==> config.mk <==
export PLATFORM = sky130hd
export DESIGN_NAME = uart_transceiver_parity_gap_core
export DESIGN_NICKNAME = d
export VERILOG_FILES = /design/src/hw/rtl/utpg_pkg.sv /design/src/hw/rtl/utpg_csr.sv /design/src/hw/rtl/utpg_tx.sv /design/src/hw/rtl/utpg_rx.sv /design/src/hw/rtl/uart_transceiver_parity_gap_core.sv
export SDC_FILE = /design/constraint.sdc
export NUM_CORES = 1
export LEC_CHECK = 0
export ABC_CLOCK_PERIOD_IN_PS = 6700
export BUFFER_PORTS_ARGS = -buffer_cell sky130_fd_sc_hd__buf_4
export CORE_ASPECT_RATIO = 1.4
export CORE_MARGIN = 2
export CORE_UTILIZATION = 60
export DETAILED_ROUTE_END_ITERATION = 6
export PLACE_DENSITY = 0.79
export SLEW_MARGIN = 20
export SYNTH_ARGS = -nofsm -noshare
export SYNTH_HDL_FRONTEND = slang
export SYNTH_SLANG_ARGS = --single-unit
==> constraint.sdc <==
create_clock -name clock -period 6.7 [get_ports clock]
set_input_delay 0.335 -clock clock [delete_from_list [all_inputs] [get_ports clock]]
set_output_delay 0.335 -clock clock [all_outputs]
set_load 0.005 [all_outputs]
==> src/hw/rtl/utpg_pkg.sv <==
// Shared types and constants for the tick-driven UART transceiver with parity and gap timer.
// No dependencies; every module of the block imports this package.
package utpg_pkg;

   localparam int unsigned BitTicksW = 16;
   localparam int unsigned TxCountW  = BitTicksW + 1;
   localparam int unsigned GapW      = 24;
   localparam int unsigned ByteW     = 8;
   localparam int unsigned CsrIndexW = 3;
   localparam int unsigned CsrDataW  = GapW;
   localparam int unsigned BitIdxW   = 4;

   localparam logic [BitTicksW-1:0] BitTicksMin   = 16'd4;
   localparam logic [BitTicksW-1:0] BitTicksReset = 16'd139;
   localparam logic [1:0]           StopBitsReset = 2'd1;
   localparam logic [GapW-1:0]      GapCountMax   = 24'hFF_FFFF;
   localparam logic [BitIdxW-1:0]   DataBits      = 4'd8;

   typedef enum logic [CsrIndexW-1:0] {
      REG_BIT_TICKS   = 3'd0,
      REG_INVERT_LINE = 3'd1,
      REG_PARITY_MODE = 3'd2,
      REG_STOP_BITS   = 3'd3,
      REG_GAP_TICKS   = 3'd4,
      REG_HALF_DUPLEX = 3'd5
   } csr_index_type;

   typedef enum logic [4:0] {
      PH_IDLE   = 5'b00001,
      PH_START  = 5'b00010,
      PH_DATA   = 5'b00100,
      PH_PARITY = 5'b01000,
      PH_STOP   = 5'b10000
   } phase_type;

   typedef struct packed {
      logic [BitTicksW-1:0] bit_ticks;
      logic                 invert_line;
      logic [1:0]           parity_mode;
      logic [1:0]           stop_bits;
      logic [GapW-1:0]      gap_ticks;
      logic                 half_duplex;
   } cfg_type;

   typedef struct packed {
      logic tx_line;
      logic tx_busy;
   } tx_status_type;

   typedef struct packed {
      logic             rx_valid;
      logic [ByteW-1:0] rx_byte;
      logic             rx_after_gap;
      logic             gap_elapsed;
   } rx_result_type;

   // Bit period clamped to the minimum supported length.
   function automatic logic [BitTicksW-1:0] eff_bit_ticks(input logic [BitTicksW-1:0] bt);
      return (bt < BitTicksMin) ? BitTicksMin : bt;
   endfunction

endpackage

==> src/hw/rtl/utpg_csr.sv <==
// Configuration registers of the UART transceiver, written through a plain write port.
// Depends on utpg_pkg.
module utpg_csr import utpg_pkg::*; (
   input  logic                 clock,
   input  logic                 reset,
   input  logic                 csr_wr_en,
   input  logic [CsrIndexW-1:0] csr_index,
   input  logic [CsrDataW-1:0]  csr_wr_data,
   output cfg_type              cfg
);

   cfg_type cfg_ff;
   cfg_type cfg_in;

   always_comb begin
      cfg_in = cfg_ff;
      if (csr_wr_en) begin
         unique case (csr_index_type'(csr_index))
            REG_BIT_TICKS:   cfg_in.bit_ticks   = csr_wr_data[BitTicksW-1:0];
            REG_INVERT_LINE: cfg_in.invert_line = csr_wr_data[0];
            REG_PARITY_MODE: cfg_in.parity_mode = csr_wr_data[1:0];
            REG_STOP_BITS:   cfg_in.stop_bits   = csr_wr_data[1:0];
            REG_GAP_TICKS:   cfg_in.gap_ticks   = csr_wr_data[GapW-1:0];
            REG_HALF_DUPLEX: cfg_in.half_duplex = csr_wr_data[0];
            default:         cfg_in = cfg_ff;
         endcase
      end
   end

   always_ff @(posedge clock) begin
      if (reset) begin
         cfg_ff.bit_ticks   <= BitTicksReset;
         cfg_ff.invert_line <= 1'b0;
         cfg_ff.parity_mode <= 2'd0;
         cfg_ff.stop_bits   <= StopBitsReset;
         cfg_ff.gap_ticks   <= '0;
         cfg_ff.half_duplex <= 1'b0;
      end else begin
         cfg_ff <= cfg_in;
      end
   end

   assign cfg = cfg_ff;

endmodule

==> src/hw/rtl/utpg_tx.sv <==
// Transmit framer: start bit, eight data bits LSB first, optional parity, one or two stops.
// Depends on utpg_pkg; state advances one tick per step.
module utpg_tx import utpg_pkg::*; (
   input  logic             clock,
   input  logic             reset,
   input  logic             step,
   input  logic             tx_start,
   input  logic [ByteW-1:0] tx_byte,
   input  cfg_type          cfg,
   output tx_status_type    status
);

   phase_type             phase_ff, phase_in, phase_eff;
   logic [TxCountW-1:0]   cnt_ff, cnt_in, cnt_eff, cnt_inc, len;
   logic [ByteW-1:0]      shift_ff, shift_in, shift_eff;
   logic [BitIdxW-1:0]    idx_ff, idx_in, idx_eff, idx_inc;
   logic                  acc_ff, acc_in, acc_eff;
   logic [BitTicksW-1:0]  bt;
   logic                  busy;
   logic                  level;

   always_comb begin
      bt        = eff_bit_ticks(cfg.bit_ticks);
      phase_eff = phase_ff;
      cnt_eff   = cnt_ff;
      shift_eff = shift_ff;
      idx_eff   = idx_ff;
      acc_eff   = acc_ff;
      // a request in idle puts the start bit out in the same tick
      if (phase_ff == PH_IDLE && tx_start) begin
         phase_eff = PH_START;
         cnt_eff   = '0;
         shift_eff = tx_byte;
         idx_eff   = '0;
         acc_eff   = 1'b0;
      end
      busy = (phase_eff != PH_IDLE);

      unique case (phase_eff)
         PH_START:  level = 1'b0;
         PH_DATA:   level = shift_eff[0];
         PH_PARITY: level = acc_eff ^ cfg.parity_mode[0];
         default:   level = 1'b1;
      endcase

      // stop_bits 2 or 3 mean two stop periods
      len     = (phase_eff == PH_STOP && cfg.stop_bits[1]) ? {bt, 1'b0} : {1'b0, bt};
      cnt_inc = cnt_eff + 1'b1;
      idx_inc = idx_eff + 1'b1;

      phase_in = phase_eff;
      cnt_in   = cnt_eff;
      shift_in = shift_eff;
      idx_in   = idx_eff;
      acc_in   = acc_eff;
      if (busy) begin
         cnt_in = cnt_inc;
         if (cnt_inc >= len) begin
            cnt_in = '0;
            unique case (phase_eff)
               PH_START: begin
                  phase_in = PH_DATA;
                  idx_in   = '0;
               end
               PH_DATA: begin
                  acc_in   = acc_eff ^ shift_eff[0];
                  shift_in = {1'b0, shift_eff[ByteW-1:1]};
                  idx_in   = idx_inc;
                  if (idx_inc >= DataBits) begin
                     phase_in = (cfg.parity_mode != 2'd0) ? PH_PARITY : PH_STOP;
                  end
               end
               PH_PARITY: phase_in = PH_STOP;
               default:   phase_in = PH_IDLE;
            endcase
         end
      end
   end

   always_ff @(posedge clock) begin
      if (reset) begin
         phase_ff <= PH_IDLE;
         cnt_ff   <= '0;
         shift_ff <= '0;
         idx_ff   <= '0;
         acc_ff   <= 1'b0;
      end else if (step) begin
         phase_ff <= phase_in;
         cnt_ff   <= cnt_in;
         shift_ff <= shift_in;
         idx_ff   <= idx_in;
         acc_ff   <= acc_in;
      end
   end

   assign status.tx_line = level ^ cfg.invert_line;
   assign status.tx_busy = busy;

endmodule

==> src/hw/rtl/utpg_rx.sv <==
// Receive deframer with mid-bit sampling, parity skip and the inter-byte gap timer.
// Depends on utpg_pkg; state advances one tick per step.
module utpg_rx import utpg_pkg::*; (
   input  logic          clock,
   input  logic          reset,
   input  logic          step,
   input  logic          rx_line,
   input  logic          tx_busy,
   input  cfg_type       cfg,
   output rx_result_type result
);

   phase_type            phase_ff, phase_in;
   logic [BitTicksW-1:0] cnt_ff, cnt_in, cnt_inc;
   logic [ByteW-1:0]     shift_ff, shift_in;
   logic [BitIdxW-1:0]   idx_ff, idx_in, idx_inc;
   logic                 last_ff;
   logic [GapW-1:0]      gap_cnt_ff, gap_cnt_in;
   logic                 gap_flag_ff, gap_flag_in;
   logic                 gap_armed_ff, gap_armed_in;
   logic [BitTicksW-1:0] bt;
   logic                 inv;
   logic                 done;
   logic                 after;

   always_comb begin
      bt  = eff_bit_ticks(cfg.bit_ticks);
      inv = cfg.invert_line;

      // gap timer runs first so a byte completing now sees this tick's flag
      gap_cnt_in   = gap_cnt_ff;
      gap_flag_in  = gap_flag_ff;
      gap_armed_in = gap_armed_ff;
      if (gap_armed_ff && cfg.gap_ticks != '0) begin
         if (gap_cnt_ff < GapCountMax) begin
            gap_cnt_in = gap_cnt_ff + 1'b1;
         end
         if (gap_cnt_in >= cfg.gap_ticks) begin
            gap_flag_in  = 1'b1;
            gap_armed_in = 1'b0;
         end
      end

      cnt_inc  = cnt_ff + 1'b1;
      idx_inc  = idx_ff + 1'b1;
      phase_in = phase_ff;
      cnt_in   = cnt_ff;
      shift_in = shift_ff;
      idx_in   = idx_ff;
      done     = 1'b0;
      after    = 1'b0;

      priority if (cfg.half_duplex && tx_busy) begin
         // drop any reception while our own frame is on the wire
         phase_in = PH_IDLE;
         cnt_in   = '0;
      end else if (phase_ff == PH_IDLE) begin
         if (rx_line == inv && last_ff != inv) begin
            phase_in = PH_START;
            cnt_in   = '0;
            shift_in = '0;
            idx_in   = '0;
         end
      end else begin
         cnt_in = cnt_inc;
         unique case (phase_ff)
            PH_START: begin
               if (cnt_inc >= {1'b0, bt[BitTicksW-1:1]}) begin
                  phase_in = PH_DATA;
                  cnt_in   = '0;
               end
            end
            PH_DATA: begin
               if (cnt_inc >= bt) begin
                  cnt_in   = '0;
                  shift_in = {rx_line, shift_ff[ByteW-1:1]};
                  idx_in   = idx_inc;
                  if (idx_inc >= DataBits) begin
                     if (cfg.parity_mode != 2'd0) begin
                        phase_in = PH_PARITY;
                     end else begin
                        done = 1'b1;
                     end
                  end
               end
            end
            default: begin
               // parity bit is skipped unchecked
               if (cnt_inc >= bt) begin
                  done = 1'b1;
               end
            end
         endcase
      end

      if (done) begin
         after        = gap_flag_in;
         gap_flag_in  = 1'b0;
         gap_cnt_in   = '0;
         gap_armed_in = 1'b1;
         phase_in     = PH_IDLE;
         cnt_in       = '0;
         idx_in       = '0;
      end
   end

   always_ff @(posedge clock) begin
      if (reset) begin
         phase_ff     <= PH_IDLE;
         cnt_ff       <= '0;
         shift_ff     <= '0;
         idx_ff       <= '0;
         last_ff      <= 1'b1;
         gap_cnt_ff   <= '0;
         gap_flag_ff  <= 1'b0;
         gap_armed_ff <= 1'b0;
      end else if (step) begin
         phase_ff     <= phase_in;
         cnt_ff       <= cnt_in;
         shift_ff     <= shift_in;
         idx_ff       <= idx_in;
         last_ff      <= rx_line;
         gap_cnt_ff   <= gap_cnt_in;
         gap_flag_ff  <= gap_flag_in;
         gap_armed_ff <= gap_armed_in;
      end
   end

   assign result.rx_valid     = done;
   assign result.rx_byte      = done ? (shift_in ^ {ByteW{inv}}) : '0;
   assign result.rx_after_gap = after;
   assign result.gap_elapsed  = gap_flag_in;

endmodule

==> src/hw/rtl/uart_transceiver_parity_gap_core.sv <==
// Top level of the tick-driven UART transceiver with parity and receive gap timer.
// Depends on utpg_pkg, utpg_csr, utpg_tx and utpg_rx.
//
// Usage:
//   Each request item is one line tick: the sampled receive level plus an
//   optional transmit request with its byte. Each item yields exactly one
//   response item carrying the transmit line, driver enable, busy flag and
//   any byte that completed reception on that tick.
//   An accepted item lands in an input register; when it advances, the framer
//   and deframer update their state and the response register loads, so a
//   response is offered from the response register behind the input register.
//   Throughput is one item per cycle while the response side does not
//   stall, set by the single combinational update between the two registers.
//   When the response side stalls, the response register holds; one more
//   item is still taken into the input register, then req_stall rises
//   until the response is taken.
//   Reset restores all configuration registers to their defaults, returns
//   both framers to idle with the receive line history at idle level and
//   disarms the gap timer. Write the csr_ port only while no items are in
//   flight.
module uart_transceiver_parity_gap_core import utpg_pkg::*; (
   input  logic                 clock,
   input  logic                 reset,
   input  logic                 req_valid,
   output logic                 req_stall,
   input  logic                 req_rx_line,
   input  logic                 req_tx_start,
   input  logic [ByteW-1:0]     req_tx_byte,
   output logic                 rsp_valid,
   input  logic                 rsp_stall,
   output logic                 rsp_tx_line,
   output logic                 rsp_tx_drive,
   output logic                 rsp_tx_busy,
   output logic                 rsp_rx_valid,
   output logic [ByteW-1:0]     rsp_rx_byte,
   output logic                 rsp_rx_after_gap,
   output logic                 rsp_gap_elapsed,
   input  logic                 csr_wr_en,
   input  logic [CsrIndexW-1:0] csr_index,
   input  logic [CsrDataW-1:0]  csr_wr_data
);

   cfg_type          cfg;
   tx_status_type    tx_status;
   rx_result_type    rx_result;

   logic             in_valid_ff, in_valid_in;
   logic             in_line_ff;
   logic             in_start_ff;
   logic [ByteW-1:0] in_byte_ff;
   logic             out_valid_ff, out_valid_in;
   logic             out_line_ff, out_drive_ff, out_busy_ff;
   logic             out_rx_valid_ff, out_after_ff, out_gap_ff;
   logic [ByteW-1:0] out_rx_byte_ff;
   logic             advance;
   logic             take;

   // advance the held item whenever the response slot is free or emptying
   assign advance   = in_valid_ff && (!out_valid_ff || !rsp_stall);
   assign req_stall = in_valid_ff && !advance;
   assign take      = req_valid && !req_stall;

   always_comb begin
      in_valid_in = in_valid_ff;
      if (take) begin
         in_valid_in = 1'b1;
      end else if (advance) begin
         in_valid_in = 1'b0;
      end
      out_valid_in = out_valid_ff;
      if (advance) begin
         out_valid_in = 1'b1;
      end else if (!rsp_stall) begin
         out_valid_in = 1'b0;
      end
   end

   always_ff @(posedge clock) begin
      if (reset) begin
         in_valid_ff  <= 1'b0;
         out_valid_ff <= 1'b0;
      end else begin
         in_valid_ff  <= in_valid_in;
         out_valid_ff <= out_valid_in;
      end
   end

   always_ff @(posedge clock) begin
      if (take) begin
         in_line_ff  <= req_rx_line;
         in_start_ff <= req_tx_start;
         in_byte_ff  <= req_tx_byte;
      end
      if (advance) begin
         out_line_ff     <= tx_status.tx_line;
         out_drive_ff    <= cfg.half_duplex ? tx_status.tx_busy : 1'b1;
         out_busy_ff     <= tx_status.tx_busy;
         out_rx_valid_ff <= rx_result.rx_valid;
         out_rx_byte_ff  <= rx_result.rx_byte;
         out_after_ff    <= rx_result.rx_after_gap;
         out_gap_ff      <= rx_result.gap_elapsed;
      end
   end

   utpg_csr u_csr (
      .clock       (clock),
      .reset       (reset),
      .csr_wr_en   (csr_wr_en),
      .csr_index   (csr_index),
      .csr_wr_data (csr_wr_data),
      .cfg         (cfg)
   );

   utpg_tx u_tx (
      .clock    (clock),
      .reset    (reset),
      .step     (advance),
      .tx_start (in_start_ff),
      .tx_byte  (in_byte_ff),
      .cfg      (cfg),
      .status   (tx_status)
   );

   utpg_rx u_rx (
      .clock   (clock),
      .reset   (reset),
      .step    (advance),
      .rx_line (in_line_ff),
      .tx_busy (tx_status.tx_busy),
      .cfg     (cfg),
      .result  (rx_result)
   );

   assign rsp_valid        = out_valid_ff;
   assign rsp_tx_line      = out_line_ff;
   assign rsp_tx_drive     = out_drive_ff;
   assign rsp_tx_busy      = out_busy_ff;
   assign rsp_rx_valid     = out_rx_valid_ff;
   assign rsp_rx_byte      = out_rx_byte_ff;
   assign rsp_rx_after_gap = out_after_ff;
   assign rsp_gap_elapsed  = out_gap_ff;

endmodule
==> results of run 1 <==
[state kept, by name (all words and copies together), names as in the netlist, 4 cells and up]
register / flops
rsp_rx_byte: 8
u_tx.cnt_ff: 17
u_tx.phase_ff: 5
u_rx.gap_cnt_ff: 24
u_rx.idx_ff: 4
u_rx.shift_ff: 8
u_rx.cnt_ff: 16
in_byte_ff: 8
u_csr.cfg: 45
u_tx.shift_ff: 8
u_rx.phase_ff: 4
u_tx.idx_ff: 4
[routing by layer]
layer / GRT usage, % / vias up / share of wire, %
met4: 13.5 / 0 / 3.8
met5: 0 / - / 0
met1: 33.6 / 4060 / 42
met3: 3.93 / 69 / 3.6
li1: - / 4348 / -
met2: 49.0 / 223 / 51
[cell families (layout without fill, tap and decap cells)]
group / after synthesis / after routing
DFF: 165 / 165
buffers and inverters: 102 / 146
xor gates and xnor gates: 54 / 54
and+or+nand+nor: 486 / 486
muxes: 16 / 16
adders and majority gates: 76 / 76
AOI/OAI and AO/OA: 287 / 287
[placed cells by master (no fill, tap or decap), types with 20 or more instances in the layout]
master,instances
buf_4,64
edfxtp_1,24
a21o_1,20
inv_1,48
o21ai_0,33
xnor2_1,30
nand2_1,185
a21oi_1,108
nand3_1,55
nand4_1,24
dfxtp_1,141
nor2_1,94
ha_1,76
xor2_1,23
[through the flow]
step,instances,hold slack [ns],setup WS (ns),cell area (sq um)
after floorplan,1186,0.434,2.42,9840
after global placement,1397,0.446,2.13,10300
after detailed placement,1397,0.454,2.03,10300
after CTS,1429,0.0550,1.98,10900
after global routing,1429,0.0547,1.61,10900
final,1429,0.0670,1.94,10900
[final timing paths]
path	startpoint	end	slack [ns]	cells after the start
worst max-delay path	u_tx.phase_ff[2]	u_tx.cnt_ff[16]	1.94	20
worst max register to register	u_tx.phase_ff[2]	u_tx.cnt_ff[16]	1.94	20
worst min register to register	u_tx.idx_ff[3]	u_tx.idx_ff[3]	0.46	2
worst min-delay path	req_tx_byte[6]	in_byte_ff[6]	0.07	1
[final cells by class]
cell class	instances	area, sq um	area share, %
multi-input combinational	919	5880	53.8
sequential	165	3540	32.4
timing repair buffer	64	480	4.39
clock buffer	17	425	3.89
tap	199	249	2.28
inverter	50	190	1.74
clock inverter	15	166	1.52
[power by group]
part	internal, mW	switching, mW	leakage, nW
Combinational	0.0649	0.122	2.62
Sequential	1.02	0.0138	1.37
Clock	0.558	0.434	0.284
Total	1.65	0.569	4.27
==> flow_summary.ini, run 1 <==
[global_route]
grt_max_degree = 94
overflow = 0
antenna_found_initial = 0
grt_usage_pct = 28.0
grt_pass1_vias = 8429
grt_first_pass_wirelength_um = 39900

[layout]
layout.nets = 1335
drive_gt1_share_pct = 9.84
area_growth_pct = 11.2
diodes = 0
fillers = 1318
fin_util_pct = 67.9

[timing]
setup_viol = 0
skew_ns = 0.0124
fmax_mhz = 210
fin_crit_sh_pct = 71.1
drv_slew = 0
fin_setup_tns_ns = 0
final.min_clock_period_ns = 4.76
worstMarginPinSlew_ns = 1.05
slew_headroom_pct = 29.8
grt_setup_unrepaired = no
hold_viol_final = 0

[worst_setup_path]
critPathKind = reg -> reg
cp_slowest_stage_delay_ns = 0.57
worst_setup_path_end_kind = register
cp.required_ns = 7.06
crit_fanout = 20
cpMaxStageDelayCell = a21oi_1
cp_common_cell = a21oi_1
worst_ep_arrival_time_ns = 5.12
crit_buf_inv = 2
cp_top_family = simple AND/OR/NAND/NOR gates
cp-start-kind = register
crit_chain = nor3_1, nand3_1, buf_4, and2_1, ha_1, nand3_1, nor2_1, and4_1, and4_1, xnor2_1, ha_1, a21o_1, a21o_1, a21oi_1, o21ai_0, a21oi_1, buf_4, nand2_1, or3_1, a21oi_1

[power]
p_per_area_nw_per_um2 = 202
power.leakage_nw = 4.27
p_total_mw = 2.21
vdd_drop_max_mv = 0.146

[detailed_routing]
drc = 0
wl_per_cell_um = 16.7
drt_wl_total_um = 23800
antenna_left = 0
drt-vias-per-instance = 6.09
drt_iter0_drc = 674
firstDrtPassIters = 6
num_vias = 8700

[clocking]
clockRootBuffer = clkbuf_16
cts_sinks = 165
clockBufferDepth = 2
cts_resized = 0
htree_levels = 4
cts_tree = built
clock_latency_ns = 0.44
post_cts_buffers = 0
cts_buffers = 17
clk_pin_slew_ns = 0.07
ctsHoldBuffers = 0

[synth]
synth.distinct_cells = 79
yosysMostFrequentCell = nand2_1
synth_xor_area_share_pct = 4.88
synthMuxAreaShare_pct = 1.65
ys_warn_count = 0
yosys.area_share.simple_pct = 24.5
synth_edf_count = 24
synth_top_family_by_area = simple AND/OR/NAND/NOR gates
synthTopCellsByCount = nand2_1 (185), dfxtp_1 (141), a21oi_1 (108)
synthesis.area_sq_um = 9840
async_reset_ff_share_pct = 0
ys_ff_latch = 165
yosysTopAreaCell = dfxtp_1
synth_top_area_share_pct = 28.7
synth_nets = 1304
synth-compound-area-share_pct = 19.1
seq_area_frac_synth_pct = 36.0
synthAdderAreaFrac_pct = 9.67
synth.avg_cell_area_sq_um = 8.30
synth_cells = 1186
synthTopCellsByArea = dfxtp_1 (29%), ha_1 (9.7%), edfxtp_1 (7.3%), nand2_1 (7.1%), a21oi_1 (5.5%)
synthFlopType = dfxtp_1

[floorplanning]
die_h_um = 156
dieArea_sq_um = 17500
floorplan.initialDensity_pct = 61.1
pin_count = 58
core_area_sq_um = 16100
rows = 55
chipWidth_um = 112

[placed_design]
port_buffers = 57
gp_congestion = 0.965
dpl.hpwl_um = 17500

[hold_path]
hold_path_class = in -> reg

[run_status]
status = completed

[flow_run]
cap_violations = 0
No activity file was read; power rests on OpenSTA's default activity.
==> run 2: changes to the inputs <==
--- a/config.mk
+++ b/config.mk
@@ -5,7 +5,8 @@
 export SDC_FILE = /design/constraint.sdc
 export NUM_CORES = 1
 export LEC_CHECK = 0
-export ABC_CLOCK_PERIOD_IN_PS = 6700
+export ABC_AREA = 1
+export ABC_CLOCK_PERIOD_IN_PS = 4600
 export BUFFER_PORTS_ARGS = -buffer_cell sky130_fd_sc_hd__buf_4
 export CORE_ASPECT_RATIO = 1.4
 export CORE_MARGIN = 2
==> constraint.sdc (replaced) <==
create_clock -name clock -period 4.6 [get_ports clock]
set_input_delay 0.23 -clock clock [delete_from_list [all_inputs] [get_ports clock]]
set_output_delay 0.23 -clock clock [all_outputs]
set_load 0.005 [all_outputs]
==> run 2 against run 1 <==
  * Hold slack worse by 0.018 ns
  * Wire length increased by 3.3%
  * Fmax up 13%
  * Setup slack got worse by 1.5 ns
  * Final cell count is 20% higher
  * Combinational power grew 140%
  * Core utilization is 0.59 points higher
  * Global-route usage down 0.29 points
  * Via count rose by 11%
  * Register-to-register slack got worse by 1.5 ns
  * First-iteration DRC count grew 2.8%
  * Power increased by 52%
==> flow_summary.ini, run 2 <==
[layout]
layout_common_cells = nand2_1 (360), a21oi_1 (163), inv_1 (162), dfxtp_1 (141), nor2_1 (101)
area_growth_pct = 12.3
diodes = 0
largest_reg_flops = 45
layout.nets = 1615
final_area_sq_um = 11400
layout_commonest_cell = nand2_1
fin_util_pct = 68.5
drive_gt1_share_pct = 10.7

[timing]
slew_headroom_pct = 50.3
hold_viol_final = 0
skew_ns = 0.00899
fin_crit_sh_pct = 91.5
setup_viol = 0
drv_slew = 0
grt_setup_unrepaired = no
fin_setup_tns_ns = 0
fmax_mhz = 238
worstMarginPinSlew_ns = 0.744
final.min_clock_period_ns = 4.21

[power]
p_int_mw = 2.42
p_seq_share_pct = 45.7
power.leakage_nw = 4.99
swShare_pct = 28.0
p_per_area_nw_per_um2 = 295
combPwrFrac_pct = 13.4
switching_power_uw = 941
vdd_drop_max_mv = 0.213
clock_power_share_pct = 41.0

[clocking]
clockBufferDepth = 2
clock_latency_ns = 0.44
cts_sinks = 165
cts_buffers = 17
clk_pin_slew_ns = 0.07
clockRootBuffer = clkbuf_16
cts_tree = built
htree_levels = 4

[detailed_routing]
antenna_left = 0
drc = 0
firstDrtPassIters = 5
num_vias = 9631
drt_iter0_drc = 693
drt-vias-per-instance = 5.62
drt_wl_total_um = 24600
wl_per_cell_um = 14.4

[global_route]
antenna_found_initial = 0
grt_pass1_vias = 9038
grt_max_degree = 55
grt_first_pass_wirelength_um = 40500
overflow = 0
grt_usage_pct = 27.7

[worst_setup_path]
critPathKind = reg -> reg
worst_ep_arrival_time_ns = 4.53
r2r_slack_ns = 0.39
cp-start-kind = register
cp.required_ns = 4.92
crit_path_end = u_tx.idx_ff[1]
worst_setup_path_end_kind = register
r2r-start = u_tx.phase_ff[2]
r2r_cells = 26
crit_start = u_tx.phase_ff[2]
cp_common_cell = nand2_1
cp_slowest_stage_delay_ns = 0.42
regToRegEndpoint = u_tx.idx_ff[1]
cpMaxStageDelayCell = dfxtp_1
crit_fanout = 20

[synth]
synth_top_area_share_pct = 27.7
seq_area_frac_synth_pct = 34.8
synth.avg_cell_area_sq_um = 7.03
synth_nets = 1564
async_reset_ff_share_pct = 0
synthTopCellsByArea = dfxtp_1 (28%), nand2_1 (13%), ha_1 (9.3%), a21oi_1 (8.0%), edfxtp_1 (7.1%)
synthFlopType = dfxtp_1
synthTopCellsByCount = nand2_1 (360), a21oi_1 (163), inv_1 (163)
ys_ff_latch = 165
yosysMostFrequentCell = nand2_1
synth_cells = 1446
synth.distinct_cells = 49
synthesis.area_sq_um = 10200
yosysTopAreaCell = dfxtp_1
synth_edf_count = 24
ys_warn_count = 0

[flow_run]
cap_violations = 0

[floorplanning]
pin_count = 58
rows = 56
die_h_um = 158
floorplan.initialDensity_pct = 61.0
dieArea_sq_um = 18000
chipWidth_um = 114
core_area_sq_um = 16700

[placed_design]
placed_area_sq_um = 10700
dpl.hpwl_um = 18000
port_buffers = 57
gp_congestion = 0.931

[hold_path]
hold_path_class = in -> reg

[run_status]
status = completed
==> run 2: changes by cell type in the layout (fill, tap and decap cells not counted), sizes merged, moves of 12 or more <==
cell	change
nand2	+183
o21ai	+45
a22o	-17
a21oi	+64
inv	+128
a22oi	-13
and3	-13
a21o	-20
nand3	+16
xnor2	-16
nor2	+21
nor4	-12
==> run 2: per-layer routing <==
layer | vias to the layer above | GRT usage (%) | part of all wire (%)
li1 | 4860 | - | -
met1 | 4423 | 32.3 | 41
met2 | 283 | 50.1 | 51
met3 | 65 | 4.02 | 5.5
met4 | 0 | 12.0 | 3.3
met5 | - | 0 | 0
==> run 2: how the worst min path moves through the flow <==
stage	startpoint	end	slack, ns	depth (start not counted)
floorplan	req_tx_byte[0]	in_byte_ff[0]	0.33	0
global placement	req_tx_byte[6]	in_byte_ff[6]	0.41	1
detailed placement	req_tx_byte[5]	in_byte_ff[5]	0.41	1
CTS	csr_wr_data[3]	u_csr.cfg[33]	0.03	3
global route	csr_wr_data[3]	u_csr.cfg[33]	0.05	3
finish	csr_wr_data[3]	u_csr.cfg[33]	0.05	3
==> run 2: cell type report <==
cell class | count | area (sq um)
multi-input combinational | 1052 | 5730
fill | 1466 | 5250
sequential | 165 | 3540
inverter | 181 | 683
timing repair buffer | 80 | 642
clock buffer | 20 | 478
tap | 203 | 254
clock inverter | 12 | 91.3
==> run 2: kinds of logic (layout without fill, tap and decap cells) <==
family	count (synthesis)	in the layout	synth area share, %
multiplexers	7	7	0.689
flip-flops	165	165	34.8
XOR/XNOR	47	47	4.05
adder cells (fa/ha/maj)	76	76	9.35
buffers and inverters	229	293	8.91
AO/OA/AOI/OAI	286	286	14.9
AND/OR/NAND/NOR	636	636	27.3
==> run 2: critical path: cells and delay by family (launching register included) <==
kind / cells / cell delay, ns
AND/OR/NAND/NOR: 15 / 1.87
buffers and inverters: 5 / 0.73
AO/OA/AOI/OAI: 4 / 0.55
flip-flops: 1 / 0.42
adder cells (fa/ha/maj): 1 / 0.28
XOR/XNOR: 1 / 0.23
==> run 2: power groups by stage <==
stage               logic [mW]  registers [mW]  clock network (mW)
floorplan                0.319            1.56                   0
global placement         0.428            1.57                   0
detailed placement       0.435            1.57                   0
CTS                      0.445            1.54                1.40
global route             0.505            1.54                1.45
finish                   0.450            1.54                1.38
==> run 2: metrics by stage <==
step | std cells | hold slack (ns) | setup WS, ns | power (mW)
floorplan | 1446 | 0.329 | 0.876 | 1.88
global placement | 1670 | 0.408 | 0.465 | 1.99
detailed placement | 1670 | 0.409 | 0.310 | 2.00
CTS | 1712 | 0.0334 | 0.285 | 3.38
global route | 1713 | 0.0471 | 0.00148 | 3.50
finish | 1713 | 0.0494 | 0.392 | 3.37
==> run 2: repair_timing <==
item,4_1_cts,5_1_grt
endpoints found under the hold margin,10,0
buffers inserted,0,1
resized for setup,0,3
setup endpoints to repair,0,17
hold buffers,10,0
